==> src/mcpt_pkg.sv <==
package mcpt_pkg;

	localparam logic [2:0]  KIND_TICK       = 3'd0;
	localparam logic [2:0]  KIND_CREATE     = 3'd1;
	localparam logic [2:0]  KIND_START      = 3'd2;
	localparam logic [2:0]  KIND_RESTART    = 3'd3;
	localparam logic [2:0]  KIND_STOP       = 3'd4;
	localparam logic [31:0] INTERVAL_REJECT = 32'hFFFF_FFFF;
	localparam logic        STATUS_OK       = 1'b0;
	localparam logic        STATUS_REJECT   = 1'b1;

	typedef struct packed {
		logic [2:0]  kind;
		logic [2:0]  timer_index;
		logic [31:0] interval;
		logic        has_action;
	} in_item_t;

	typedef struct packed {
		logic [7:0] fired_mask;
		logic       status;
		logic [2:0] assigned_index;
	} out_item_t;

	typedef enum logic [1:0] {
		ST_IDLE,
		ST_WALK,
		ST_FIN
	} seq_state_t;

	typedef struct packed {
		logic ready;
		logic walk;
		logic load_out;
	} seq_ctrl_t;

endpackage

==> src/mcpt_unit.sv <==
module mcpt_unit
	import mcpt_pkg::*;
(
	input  logic [31:0] count,
	input  logic [31:0] divider,
	output logic        hit,
	output logic [31:0] next_count
);

	// shared compare / increment used once per walked timer
	assign hit        = (count == divider);
	assign next_count = hit ? 32'd0 : count + 32'd1;

endmodule

==> src/mcpt_seq.sv <==
module mcpt_seq
	import mcpt_pkg::*;
#(
	parameter int IW = 3,
	parameter int CW = 4
) (
	input  logic          clk,
	input  logic          arst_n,
	input  logic          in_valid,
	input  logic          is_tick,
	input  logic [CW-1:0] in_use,
	input  logic          out_free,
	output seq_ctrl_t     ctrl,
	output logic [IW-1:0] idx
);

	seq_state_t state_q, state_d;
	logic [IW-1:0] idx_q;
	logic accept, last;

	assign accept = in_valid && (state_q == ST_IDLE);
	assign last   = ((CW'(idx_q) + CW'(1)) == in_use);
	assign idx    = idx_q;

	always_comb begin
		state_d = state_q;
		case (state_q)
			ST_IDLE: begin
				if (accept) begin
					if (is_tick && (in_use != '0)) state_d = ST_WALK;
					else state_d = ST_FIN;
				end
			end
			ST_WALK: begin
				if (last) state_d = ST_FIN;
			end
			ST_FIN: begin
				if (out_free) state_d = ST_IDLE;
			end
			default: state_d = ST_IDLE;
		endcase
	end

	always_comb begin
		ctrl = '0;
		case (state_q)
			ST_IDLE: ctrl.ready    = 1'b1;
			ST_WALK: ctrl.walk     = 1'b1;
			ST_FIN:  ctrl.load_out = out_free;
			default: ctrl = '0;
		endcase
	end

	always_ff @(posedge clk or negedge arst_n) begin
		if (!arst_n) begin
			state_q <= ST_IDLE;
			idx_q   <= '0;
		end else begin
			state_q <= state_d;
			if (accept) idx_q <= '0;
			else if (state_q == ST_WALK && !last) idx_q <= idx_q + IW'(1);
		end
	end

endmodule

==> src/multi_channel_periodic_timer_top.sv <==
// Periodic timer bank.
// Input channel (in_valid/in_ready/in_item): one transaction per command:
//   tick, create, start, restart or stop. Output channel
//   (out_valid/out_ready/out_item): exactly one result per command, in order.
// Sequencing: start/restart/stop/create and ticks with no timers allocated go
//   from acceptance straight to the finish state. A tick first walks the timers:
//   one compare/increment unit walks the allocated timers, one per
//   cycle, and then finishes. The finish state loads the output register once
//   it is free; in_ready is low while a command is in progress.
// The result sits in an output register; a new command is accepted while it
//   waits. If the receiver stalls, the next result is held internally and the
//   block stops accepting until the output register drains.
// Reset (arst_n low) clears the allocation count and all flags; no timers are
//   allocated afterward. No clearing pass is needed.
module multi_channel_periodic_timer_top
	import mcpt_pkg::*;
#(
	parameter int NUM_TIMERS = 8
) (
	input  logic      clk,
	input  logic      arst_n,
	input  logic      in_valid,
	output logic      in_ready,
	input  in_item_t  in_item,
	output logic      out_valid,
	input  logic      out_ready,
	output out_item_t out_item
);

	localparam int IW = (NUM_TIMERS > 1) ? $clog2(NUM_TIMERS) : 1;
	localparam int CW = $clog2(NUM_TIMERS + 1);
	localparam int XW = (CW > 3) ? CW : 3;

	logic [CW-1:0]   in_use_q;
	logic [31:0]     divider_q [NUM_TIMERS];
	logic [31:0]     count_q   [NUM_TIMERS];
	logic [NUM_TIMERS-1:0] running_q;
	logic [NUM_TIMERS-1:0] action_q;

	logic [7:0] mask_q;
	logic       status_q;
	logic [2:0] assigned_q;
	out_item_t  out_q;
	logic       out_valid_q;

	seq_ctrl_t     ctrl;
	logic [IW-1:0] idx;
	logic          accept, out_free, hit, valid_idx, full, is_tick;
	logic [31:0]   next_count;
	logic [IW-1:0] cmd_idx, new_idx;

	assign out_free  = !out_valid_q || out_ready;
	assign in_ready  = ctrl.ready;
	assign accept    = in_valid && ctrl.ready;
	assign is_tick   = (in_item.kind == KIND_TICK);
	assign valid_idx = (XW'(in_item.timer_index) < XW'(in_use_q));
	assign full      = (in_use_q == CW'(NUM_TIMERS));
	assign cmd_idx   = IW'(in_item.timer_index);
	assign new_idx   = IW'(in_use_q);

	mcpt_seq #(.IW(IW), .CW(CW)) u_seq (
		.clk      (clk),
		.arst_n   (arst_n),
		.in_valid (in_valid),
		.is_tick  (is_tick),
		.in_use   (in_use_q),
		.out_free (out_free),
		.ctrl     (ctrl),
		.idx      (idx)
	);

	mcpt_unit u_unit (
		.count      (count_q[idx]),
		.divider    (divider_q[idx]),
		.hit        (hit),
		.next_count (next_count)
	);

	// control state
	always_ff @(posedge clk or negedge arst_n) begin
		if (!arst_n) begin
			in_use_q  <= '0;
			running_q <= '0;
			action_q  <= '0;
		end else if (accept) begin
			case (in_item.kind)
				KIND_CREATE: begin
					if (in_item.interval != INTERVAL_REJECT && !full) begin
						running_q[new_idx] <= 1'b0;
						action_q[new_idx]  <= in_item.has_action;
						in_use_q           <= in_use_q + CW'(1);
					end
				end
				KIND_START, KIND_RESTART: begin
					if (valid_idx) running_q[cmd_idx] <= 1'b1;
				end
				KIND_STOP: begin
					if (valid_idx) running_q[cmd_idx] <= 1'b0;
				end
				default: ;
			endcase
		end
	end

	// timer tables
	always_ff @(posedge clk) begin
		if (accept) begin
			case (in_item.kind)
				KIND_CREATE: begin
					if (in_item.interval != INTERVAL_REJECT && !full) begin
						divider_q[new_idx] <= in_item.interval;
						count_q[new_idx]   <= 32'd0;
					end
				end
				KIND_RESTART: begin
					if (valid_idx) count_q[cmd_idx] <= 32'd0;
				end
				default: ;
			endcase
		end else if (ctrl.walk && running_q[idx]) begin
			count_q[idx] <= next_count;
		end
	end

	// result fields
	always_ff @(posedge clk) begin
		if (accept) begin
			mask_q     <= '0;
			assigned_q <= '0;
			status_q   <= STATUS_OK;
			case (in_item.kind)
				KIND_TICK: ;
				KIND_CREATE: begin
					if (in_item.interval == INTERVAL_REJECT || full) status_q <= STATUS_REJECT;
					else assigned_q <= 3'(in_use_q);
				end
				KIND_START, KIND_RESTART, KIND_STOP: begin
					if (!valid_idx) status_q <= STATUS_REJECT;
				end
				default: status_q <= STATUS_REJECT;
			endcase
		end else if (ctrl.walk && running_q[idx] && hit && action_q[idx]
				&& (32'(idx) < 32'd8)) begin
			mask_q[3'(idx)] <= 1'b1;
		end
	end

	always_ff @(posedge clk) begin
		if (ctrl.load_out) begin
			out_q.fired_mask     <= mask_q;
			out_q.status         <= status_q;
			out_q.assigned_index <= assigned_q;
		end
	end

	always_ff @(posedge clk or negedge arst_n) begin
		if (!arst_n) out_valid_q <= 1'b0;
		else if (ctrl.load_out) out_valid_q <= 1'b1;
		else if (out_ready) out_valid_q <= 1'b0;
	end

	assign out_valid = out_valid_q;
	assign out_item  = out_q;

endmodule

==> config.mk <==
export PLATFORM = sky130hd
export DESIGN_NAME = multi_channel_periodic_timer_top
export DESIGN_NICKNAME = d
export VERILOG_FILES = /design/src/mcpt_pkg.sv /design/src/mcpt_unit.sv /design/src/mcpt_seq.sv /design/src/multi_channel_periodic_timer_top.sv
export SDC_FILE = /design/constraint.sdc
export NUM_CORES = 1
export LEC_CHECK = 0
export ABC_AREA = 1
export BUFFER_PORTS_ARGS = -buffer_cell sky130_fd_sc_hd__buf_4
export CORE_AREA = 2 2 255 257
export DETAILED_ROUTE_END_ITERATION = 16
export DIE_AREA = 0 0 257 259
export GPL_TIMING_DRIVEN = 0
export PLACE_DENSITY = 0.67
export SLEW_MARGIN = 10
export SYNTH_ARGS = -nofsm -noshare
export SYNTH_HDL_FRONTEND = slang
export SYNTH_SLANG_ARGS = --single-unit
==> constraint.sdc <==
create_clock -name clk -period 5.75 [get_ports clk]
set_input_delay 1.15 -clock clk [delete_from_list [all_inputs] [get_ports clk]]
set_output_delay 1.15 -clock clk [all_outputs]
set_load 0.005 [all_outputs]
==> metrics.cfg, run 1 <==
[final_layout]
antenna_cells=0
final_cells=3599
final_layout_size_suffix_gt1_frac=0.110
final_util=0.456
syn2layout_area_growth_pct=14.7
finalNetCount=2744
fillCellCount=5893

[power]
power.internal_uw=7500
pwr-share-comb=0.260
pwr-share-seq=0.428
clkPwrFrac=0.312
p_leak_uw=0.0120
ir_drop_v=0.000248
p_switching_uw=3770
power_density_nw_per_um2=387
swShare=0.335
p_total_uw=11300

[critical_path]
path_cells=buf_4 -> buf_1 -> nor3_2 -> nand2_1 -> o2111a_1 -> nand3_1 -> nand2_1 -> buf_2 -> o211ai_1 -> o21ai_0 -> nand2_1 -> nor2_4 -> buf_16
crit_fanout=18
critical_path_buf_inv_count=4
cp-start-kind=register
cp.required_ns=6.07
cpMostUsedCell=nand2_1
crit_family=simple AND/OR/NAND/NOR gates
slowest_delay_ns=0.78
crit_arrival_ns=4.44
end_kind=register
path_class=reg2reg
crit_slowest_cell=nor2_4

[global_routing]
grt_pass1_vias=17223
grt_remaining_overflow=0
grt_antenna_before_repair=3
grt_pass1_wl_um=109000
grt_usage=0.221
grt_max_degree=27

[clock_network]
root_buffer=clkbuf_16
clock-sinks=562
cts_buffer_depth=3
path_clk_slew_ns=0.06
tritoncts=built
cts-hold-fix-buffers=0
cts-htree-levels=2
post_cts_buffers=0
ctsResizeCount=0
cts_buffers=57
worstSkewPairLatency_ns=0.63

[floorplan]
initial_core_util=0.397
die_h_um=259
coreArea_um2=63900
die_w_um=257
io_pins=57
die_area_um2=66600
rows=93

[synth]
synthSimpleGateAreaFrac=0.231
synthAdderAreaFrac=0.00296
synth_nets=2607
ys_async_sr_fraction=0.0463
yosys_register_bits=562
syn_area_per_cell_um2=9.92
ys_warn_count=0
synthMuxAreaShare=0
synth_edf_count=528
yosysSeqAreaShare=0.657
syn_inst=2558
ys.flop_type=edfxtp_1
syn_area_um2=25400
ys_types=46
synth_top_family_by_area=simple AND/OR/NAND/NOR gates
synth_compound_area_frac=0.0351
synth_xor_area_frac=0.0104

[detailed_routing]
viasPerCell=5.12
wl_met2_um=34200
wl_met1_um=30500
wl_met3_um=6110
routedWlPerCell_um=20.6
dr.pass1.iters=6
routed.top_layer=met5
dr_total_vias=18441
drt.antenna.violating_nets=0
wl_um=74100
drc=0
detailedRoute.firstIterationViolations=1892

[worst_hold_path]
hold_class=in2async

[placed_design]
gp_congestion=0.973
io_buffers=56
hpwl_um=50900
dpl.cell_count=3491

[sta]
period_share=0.717
hold_viol_final=0
whs_ns=0.426
finalMaxSlewViolations=0
setup_viol=0
rsz0062_at_grt=false
worst_clock_skew_ns=0.0346
tightest_slew_ns=1.01
slew-limit-headroom=0.329
min_period_ns=4.13
clock.fmax_mhz=242

[run_status]
status=finished, final reports clean

[run]
cap_violations=0

-- worst paths after layout --
check / start / end / slack [ns] / cells after the start
worst max-delay path: u_seq.idx[2] / count_q[5][2] / 1.63 / 13
worst min-delay path: arst_n / in_use_q[2] / 0.43 / 1
worst max register to register: u_seq.idx[2] / count_q[5][2] / 1.63 / 13
worst min register to register: assigned_q[1] / out_item[1] / 0.43 / 0
max in group asynchronous: arst_n / u_seq.idx[2] / 5.04 / 1
min in group clk: assigned_q[1] / out_item[1] / 0.43 / 0
-- final cells by class --
class	count	area [µm²]	share of cell area
clock buffer	80	1530	0.0527
tap	855	1070	0.0367
sequential	562	16700	0.572
inverter	254	958	0.0329
buffer	100	653	0.0224
timing repair buffer	78	802	0.0275
clock inverter	28	214	0.00735
multi-input combinational	1642	7220	0.248
-- power by group through the flow --
stage	Combinational, µW	Sequential (µW)	Clock [µW]
6_report	2930	4830	3510
5_1_grt	3170	4850	3700
3_5_place_dp	2860	4910	0
4_1_cts	2880	4830	3530
3_3_place_gp	2760	4930	0
2_1_floorplan	1710	4900	0
-- placed cells by master (no fill, tap or decap), types with 5 or more instances in the layout --
master / netlist / layout
nand2_1: 1035 / 1035
edfxtp_1: 528 / 528
inv_1: 248 / 248
nor2_1: 215 / 201
nand3_1: 96 / 96
buf_4: 17 / 78
o21ai_0: 67 / 67
clkbuf_16: 0 / 58
buf_2: 51 / 51
o211ai_1: 33 / 33
clkbuf_1: 10 / 32
nand4_1: 31 / 31
a21oi_1: 29 / 29
xor2_1: 28 / 28
dfrtp_1: 26 / 26
buf_6: 20 / 23
nor3_1: 23 / 21
nor2_4: 5 / 19
clkinv_1: 2 / 14
nor2_2: 14 / 14
buf_12: 0 / 10
or2_2: 9 / 9
o21ai_1: 8 / 8
clkinv_2: 0 / 8
dfxtp_1: 8 / 8
ha_1: 6 / 6
nand2_2: 5 / 5
o22ai_1: 5 / 5
-- state kept, by name (all words and copies together) (netlist names), 3 cells and up --
| signal | cells |
|---|---|
| count_q | 256 |
| divider_q | 256 |
| out_item | 12 |
| action_q | 8 |
| mask_q | 8 |
| running_q | 8 |
| in_use_q | 4 |
| assigned_q | 3 |
| u_seq.idx | 3 |
-- metal layers --
layer	vias to the layer above	GRT usage
met3	162	0.0317
met4	4	0.0951
met5	-	0
met1	8773	0.295
met2	854	0.361
li1	8648	-
-- Yosys cell counts, types with 3 or more instances --
master | count | area share
o31ai_1 | 3 | 0.00089
nand2_1 | 1035 | 0.15
edfxtp_1 | 528 | 0.62
or2_1 | 3 | 0.00074
clkbuf_1 | 10 | 0.0015
nor4_1 | 3 | 0.00074
buf_2 | 51 | 0.010
nor2_2 | 14 | 0.0035
inv_1 | 248 | 0.037
nor3_1 | 23 | 0.0045
nand2_2 | 5 | 0.0012
buf_4 | 17 | 0.0050
nor2_4 | 5 | 0.0022
nand3_1 | 96 | 0.019
o21ai_1 | 8 | 0.0016
xor2_1 | 28 | 0.0097
o21ai_0 | 67 | 0.013
dfrtp_1 | 26 | 0.026
o211ai_1 | 33 | 0.0098
or2_2 | 9 | 0.0022
nor2_1 | 215 | 0.032
a21oi_1 | 29 | 0.0057
ha_1 | 6 | 0.0030
or2_0 | 3 | 0.00074
o22ai_1 | 5 | 0.0012
buf_6 | 20 | 0.0089
nand4_1 | 31 | 0.0076
dfxtp_1 | 8 | 0.0063
nand3b_1 | 3 | 0.00089
nand3_2 | 3 | 0.0012
-- logic make-up (layout without fill, tap and decap cells) --
group / after synthesis / count (layout)
AND/OR/NAND/NOR: 1453 / 1453
flip-flops: 562 / 562
AO/OA/AOI/OAI: 153 / 153
XOR/XNOR: 30 / 30
buffers and inverters: 354 / 540
adder cells (fa/ha/maj): 6 / 6
-- worst reg2reg max path: cells and delay by family, from the launching register on --
kind	cells	cell delay (ns)
AND/OR/NAND/NOR	6	1.59
buffers and inverters	4	1.46
AO/OA/AOI/OAI	3	0.45
flip-flops	1	0.32
-- per-stage QoR --
stage | setup slack (ns) | setup TNS [ns] | cell area, µm²
6_report | 1.63 | 0 | 29100
5_1_grt | 1.53 | 0 | 29100
4_1_cts | 1.69 | 0 | 29100
3_5_place_dp | 1.52 | 0 | 27400
3_3_place_gp | -1.61 | -221.77 | 26900
2_1_floorplan | 1.26 | 0 | 25400
No activity file was read; power rests on OpenSTA's default activity.
==> run 2, diff against run 1 <==
Settings changed: ABC_AREA 1 to 0, CORE_AREA 2 2 255 257 to 2 2 246 248, DIE_AREA 0 0 257 259 to 0 0 248 250, PLACE_DENSITY 0.67 to 0.69.
Clock period 5.75 ns to 3.5 ns, I/O delays scaled along.
==> run 2 against run 1 <==
Effect of this change:
- critical endpoint is now count_q[5][29]
- flip-flop and latch count did not move
- largest cell class unchanged
- register-to-register slack got worse by 1.9 ns
- clock-buffer cell count fell by 15
- hold slack lost 0.11 ns
- global-route usage rose by 0.39 points
- critical path depth down 1
- wire length fell by 3.6%
- highest routed layer unchanged
- utilization up 5.4 points
- design area is 4.3% higher
- final cell count shrank 31%
- non-clock buffer count rose by 124
- the run now ends with setup timing left
==> metrics.cfg, run 2 <==
[run_status]
status=finished with violations
violations=setup timing

[critical_path]
path_class=reg2reg
cp.required_ns=3.82  ; -2.25 ns
crit_slowest_cell=mux2i_1
end_kind=register
r2r_slack_ns=-0.27  ; -1.89 ns
r2r_cells=12  ; -1
crit_arrival_ns=4.09  ; -0.35 ns
slowest_delay_ns=0.78  ; about the same
crit_fanout=8  ; -10
r2r-start=u_seq.idx[0]
path_cells=buf_6 -> buf_4 -> mux4_2 -> mux2i_1 -> xnor2_1 -> nand3_1 -> or3_4 -> nor3_4 -> buf_12 -> buf_4 -> buf_12 -> nor3_4
cp-start-kind=register
regToRegEndpoint=count_q[5][29]

[floorplan]
rows=90  ; -3.2%
coreArea_um2=59600  ; -6.8%
initial_core_util=0.393  ; -0.00396
die_h_um=250  ; -3.5%
die_w_um=248  ; -3.5%
io_pins=57  ; unchanged
die_area_um2=62000  ; -6.9%

[worst_hold_path]
hold_depth=1
hp-start=in_item[8]
min_to=divider_q[2][7]
hold_class=in2reg

[synth]
synth_edf_count=528  ; unchanged
ys_async_sr_fraction=0.0463  ; unchanged
synthSimpleGateAreaFrac=0.0599  ; -0.172
synth_xor_area_frac=0.0314  ; +0.0210
synth_top_area_frac=0.677  ; +0.0520
synthMuxAreaShare=0.111  ; +0.111
synthAdderAreaFrac=0.00320  ; +0.000246
synth_top_family_by_area=multiplexers
synthTopCellsByArea=edfxtp_1 68%, mux4_2 6.2%, dfrtp_1 2.8%
syn_area_um2=23400  ; -7.7%
synthTopCellsByCount=528 x edfxtp_1, 64 x mux4_2, 63 x mux2i_1, 53 x xnor2_1, 50 x nor3_1
synth_compound_area_frac=0.0644  ; +0.0292
synth_nets=1411  ; -46%
syn_area_per_cell_um2=17.2  ; +73%
ys_warn_count=0  ; unchanged
synth.most_common_cell=edfxtp_1
yosysTopAreaCell=edfxtp_1
yosysSeqAreaShare=0.711  ; +0.0546
yosys_register_bits=562  ; unchanged
ys.flop_type=edfxtp_1
ys_types=76  ; +65%
syn_inst=1362  ; -47%

[final_layout]
final_layout_size_suffix_gt1_frac=0.391  ; +0.281
finalNetCount=1697  ; -38%
syn2layout_area_growth_pct=29.6
final_common_cell=edfxtp_1
final_cell_mix=528 x edfxtp_1, 182 x buf_4, 64 x mux4_2

[sta]
whs_ns=0.321  ; -0.105 ns
hold_viol_final=0  ; unchanged
setup_viol=264  ; +264
period_share=1.08  ; +0.358
slew-limit-headroom=0.304  ; -0.0256
tightest_slew_ns=1.04  ; +0.0363 ns
fin_setup_tns_ns=-48.99  ; -48.99 ns
worst_slack_ns=-0.266  ; -1.89 ns
rsz0062_at_grt=true
clock.fmax_mhz=266  ; +9.5%
finalMaxSlewViolations=0  ; unchanged
worst_clock_skew_ns=0.0221  ; -0.0125 ns
min_period_ns=3.77  ; -0.359 ns

[global_routing]
grt_pass1_vias=14700  ; -15%
grt_antenna_before_repair=1  ; -2
grt_pass1_wl_um=100000  ; -8.0%
grt_usage=0.225  ; +0.00387
grt_remaining_overflow=0  ; unchanged
grt_max_degree=27  ; unchanged

[clock_network]
tritoncts=built
cts-htree-levels=2  ; unchanged
clock-sinks=562  ; unchanged
root_buffer=clkbuf_16
path_clk_slew_ns=0.06  ; about the same
cts_buffers=54  ; -5.3%
worstSkewPairLatency_ns=0.62  ; about the same
cts_buffer_depth=3  ; unchanged

[detailed_routing]
dr.pass1.iters=7  ; +1
drt.antenna.violating_nets=0  ; unchanged
viasPerCell=6.06  ; +18%
routedWlPerCell_um=28.8  ; +40%
wl_um=71400  ; -3.6%
detailedRoute.firstIterationViolations=1877  ; -0.79%
drc=0  ; unchanged
dr_total_vias=15000  ; -19%

[placed_design]
gp_congestion=0.921  ; -5.4%
pre_cts_ws_ns=-1.75  ; -3.27 ns
hpwl_um=43900  ; -14%
io_buffers=56  ; unchanged

[run]
cap_violations=0  ; unchanged

[power]
p_leak_uw=0.0104  ; -13%
power_density_nw_per_um2=430  ; +11%
ir_drop_v=0.000454  ; +83%

[run 2: repair_timing]
action                                  4_1_cts  5_1_grt
resized for setup                           346       61
gates cloned                                  9        4
pin swaps                                    48       33
endpoints found under the hold margin        11        0
endpoints found under the setup margin      627      561
buffers inserted                             72       71
hold buffers                                  1        0
[run 2: per-layer routing]
layer  global-route usage  part of all wire  up-vias
met2                0.354              0.47     1057
met1                0.295              0.37     7591
li1                     -                 -     6126
met5                    0           0.00018        -
met4                0.101             0.047        2
met3               0.0533              0.11      224
[run 2: kinds of logic (layout without fill, tap and decap cells)]
group           Yosys count  in the layout
compound gates          195            195
xor+xnor                 84             84
mux                     173            173
other cells               0              1
simple gates            251            255
fa+ha+maj                 6              6
flops                   562            562
buf+inv                  91            418
[run 2: area by class of cell]
cell class / count / area [µm²]
fillers: 4574 / 29200
flip-flops and latches: 562 / 16700
multi-input cells: 713 / 7550
repair buffers: 228 / 2400
clock buffers: 65 / 1440
plain buffers: 74 / 998
well taps: 782 / 978
clock inverters: 36 / 262
inverters: 15 / 62.6
diodes: 1 / 2.50
[run 2: worst max-delay path, delay by kind of cell, from the launching register on]
kind          cells  cell delay (ns)
flops             1             0.36
buf+inv           5             0.69
mux               2             1.26
simple gates      4             0.88
xor+xnor          1             0.28
[run 2: report_power, final]
group	internal [µW]	leakage, µW	switching [µW]
Sequential	7290	0.00551	0.0000000000000307
Combinational	41.7	0.00408	83.1
Clock	3100	0.000833	2550
Total	10400	0.0104	2630
[run 2: per-stage QoR]
stage / total power, µW / instance area (µm²) / instances / util
2_1_floorplan: 7450 / 23600 / 1362 / -
3_3_place_gp: 7550 / 25000 / 2200 / 0.419
3_5_place_dp: 7550 / 25500 / 2224 / 0.428
4_1_cts: 13100 / 29400 / 2405 / 0.494
5_1_grt: 13400 / 30400 / 2475 / 0.510
6_report: 13100 / 30400 / 2476 / 0.510
[run 2: worst max path at each step]
stage / start / endpoint / depth (start not counted)
2_1_floorplan: u_seq.idx[0] / count_q[2][0] / 14
3_3_place_gp: u_seq.idx[0] / count_q[6][23] / 14
3_5_place_dp: u_seq.idx[1] / count_q[0][7] / 11
4_1_cts: u_seq.idx[1] / count_q[3][27] / 10
5_1_grt: u_seq.idx[0] / count_q[7][28] / 13
6_report: u_seq.idx[0] / count_q[5][29] / 12
==> run 3, diff against run 2 <==
Settings changed: BUFFER_PORTS_ARGS -buffer_cell sky130_fd_sc_hd__buf_4 to -buffer_cell sky130_fd_sc_hd__buf_2.
==> run 3 against run 2 <==
Effect of this change:
- the run still ends with setup timing left
- hold slack got worse by 0.21 ns
- largest power group unchanged
- utilization fell by 0.90 points
- design area fell by 1.8%
- flip-flop and latch count did not move
- sequential power barely moved
- global-route usage rose by 0.31 points
- sequential share of layout area rose by 0.99 points
- critical path depth rose by 2
- non-clock buffer count fell by 52
==> metrics.cfg, run 3 (synthesis gave the netlist of run 2 again) <==
[run_status]
status=finished with violations
violations=setup timing

[clock_network]
clock-sinks=562  ; unchanged
cts-hold-fix-buffers=0  ; -1
tritoncts=built
root_buffer=clkbuf_16
cts_buffers=56  ; +3.7%
cts_buffer_depth=3  ; unchanged
cts-htree-levels=2  ; unchanged
worstSkewPairLatency_ns=0.63  ; about the same
path_clk_slew_ns=0.07  ; about the same

[sta]
period_share=1.07  ; -0.0105
slew-limit-headroom=0.311  ; +0.00745
hold_viol_final=0  ; unchanged
worst_clock_skew_ns=0.0219  ; -0.000160 ns
min_period_ns=3.73  ; -0.0368 ns
tightest_slew_ns=1.03  ; -0.0112 ns
setup_viol=283  ; +7.2%
worst_slack_ns=-0.229  ; +0.0368 ns
clock.fmax_mhz=268  ; +0.99%
finalMaxSlewViolations=0  ; unchanged
rsz0062_at_grt=true

[final_layout]
syn2layout_area_growth_pct=27.3
finalNetCount=1647  ; -2.9%
post-route-cell-area_um2=29800  ; -1.8%
final_common_cell=edfxtp_1
final_cell_mix=528 x edfxtp_1, 75 x buf_4, 64 x mux4_2
final_layout_size_suffix_gt1_frac=0.368  ; -0.0235
antenna_cells=0  ; -1

[detailed_routing]
routedWlPerCell_um=29.4  ; +1.8%
drt.antenna.violating_nets=0  ; unchanged
detailedRoute.firstIterationViolations=1994  ; +6.2%
dr_total_vias=14952  ; -0.32%
drc=0  ; unchanged
wl_um=71300  ; -0.14%
dr.pass1.iters=6  ; -1
viasPerCell=6.16  ; +1.7%

[global_routing]
grt_usage=0.228  ; +0.00313
grt_max_degree=27  ; unchanged
grt_pass1_wl_um=101000  ; +1.2%
grt_pass1_vias=14703  ; +0.020%
grt_antenna_before_repair=0  ; -1
grt_remaining_overflow=0  ; unchanged

[power]
p_total_uw=13400  ; +2.9%
power_density_nw_per_um2=451  ; +4.7%
p_leak_uw=0.0101  ; -3.0%
ir_drop_v=0.000546  ; +20%

[critical_path]
cp-start-kind=register
cp.required_ns=3.84  ; +0.02 ns
crit_fanout=10  ; +2
end_kind=register
path_class=reg2reg
crit_arrival_ns=4.06  ; -0.03 ns

[floorplan]
die_area_um2=62000  ; unchanged
initial_core_util=0.393  ; unchanged
io_pins=57  ; unchanged
coreArea_um2=59600  ; unchanged
die_w_um=248  ; unchanged
die_h_um=250  ; unchanged
rows=90  ; unchanged

[placed_design]
postPlaceCellArea_um2=25200  ; -0.95%
pre_cts_ws_ns=-1.88  ; -0.129 ns
io_buffers=56  ; unchanged
hpwl_um=43800  ; -0.23%
gp_congestion=0.924  ; +0.39%

[run]
cap_violations=0  ; unchanged

[worst_hold_path]
hold_class=in2async

[run 3: worst paths after layout]
path / startpoint / endpoint / slack (ns) / cells after the start
max: u_seq.idx[1] / count_q[6][18] / -0.23 / 14
min: arst_n / u_seq.idx[1] / 0.11 / 1
max reg2reg: u_seq.idx[1] / count_q[6][18] / -0.23 / 14
min reg2reg: status_q / out_item[3] / 0.42 / 0
max in group asynchronous: arst_n / u_seq.idx[1] / 2.91 / 1
min in group clk: in_item[26] / divider_q[7][25] / 0.34 / 1
[run 3: timing repair]
item	in CTS	in global routing
cloned	8	0
setup buffers	73	23
setup endpoints to repair	671	659
gates resized for setup	331	61
pin swaps	46	28
[run 3: critical path: stages, from the launching register on]
cell	delay, ns
dfrtp_2	0.47
buf_12	0.16
buf_12	0.15
and2_1	0.23
clkbuf_4	0.27
a221o_1	0.48
a21oi_4	0.30
xnor2_1	0.18
nand3_1	0.13
or3_4	0.37
nor3_4	0.16
buf_8	0.20
buf_12	0.12
buf_16	0.13
nor3_4	0.07
[run 3: through the flow]
step           hold WS, ns   TNS, ns   util  cells
3_5_place_dp         0.411   -849.43  0.424   2222
2_1_floorplan        0.400     -2.92      -   1362
4_1_cts              0.107    -15.22  0.493   2406
3_3_place_gp         0.408  -1116.89  0.417   2200
6_report             0.112    -48.21  0.501   2428
5_1_grt              0.150    -71.72  0.501   2428
[run 3: cell type report]
cell class	count	area, µm²
Buffer	73	950
Inverter	15	65.1
Clock buffer	71	1480
Sequential cell	562	16700
Multi-Input combinational cell	713	7530
Tap cell	782	978
Clock inverter	35	355
Fill cell	4576	29700
Timing Repair Buffer	177	1810
[run 3: where the power goes]
group          total (µW)  internal (µW)       switching, µW
clock network        6040           3440                2600
registers            7290           7290  0.0000000000000281
logic                 110           26.6                83.6
total               13400          10800                2680
[run 3: routing by layer]
layer,GRT usage,up-vias,share of wire
li1,-,6003,-
met1,0.301,7583,0.36
met2,0.358,1104,0.47
met3,0.0541,262,0.11
met4,0.101,0,0.053
met5,0,-,0
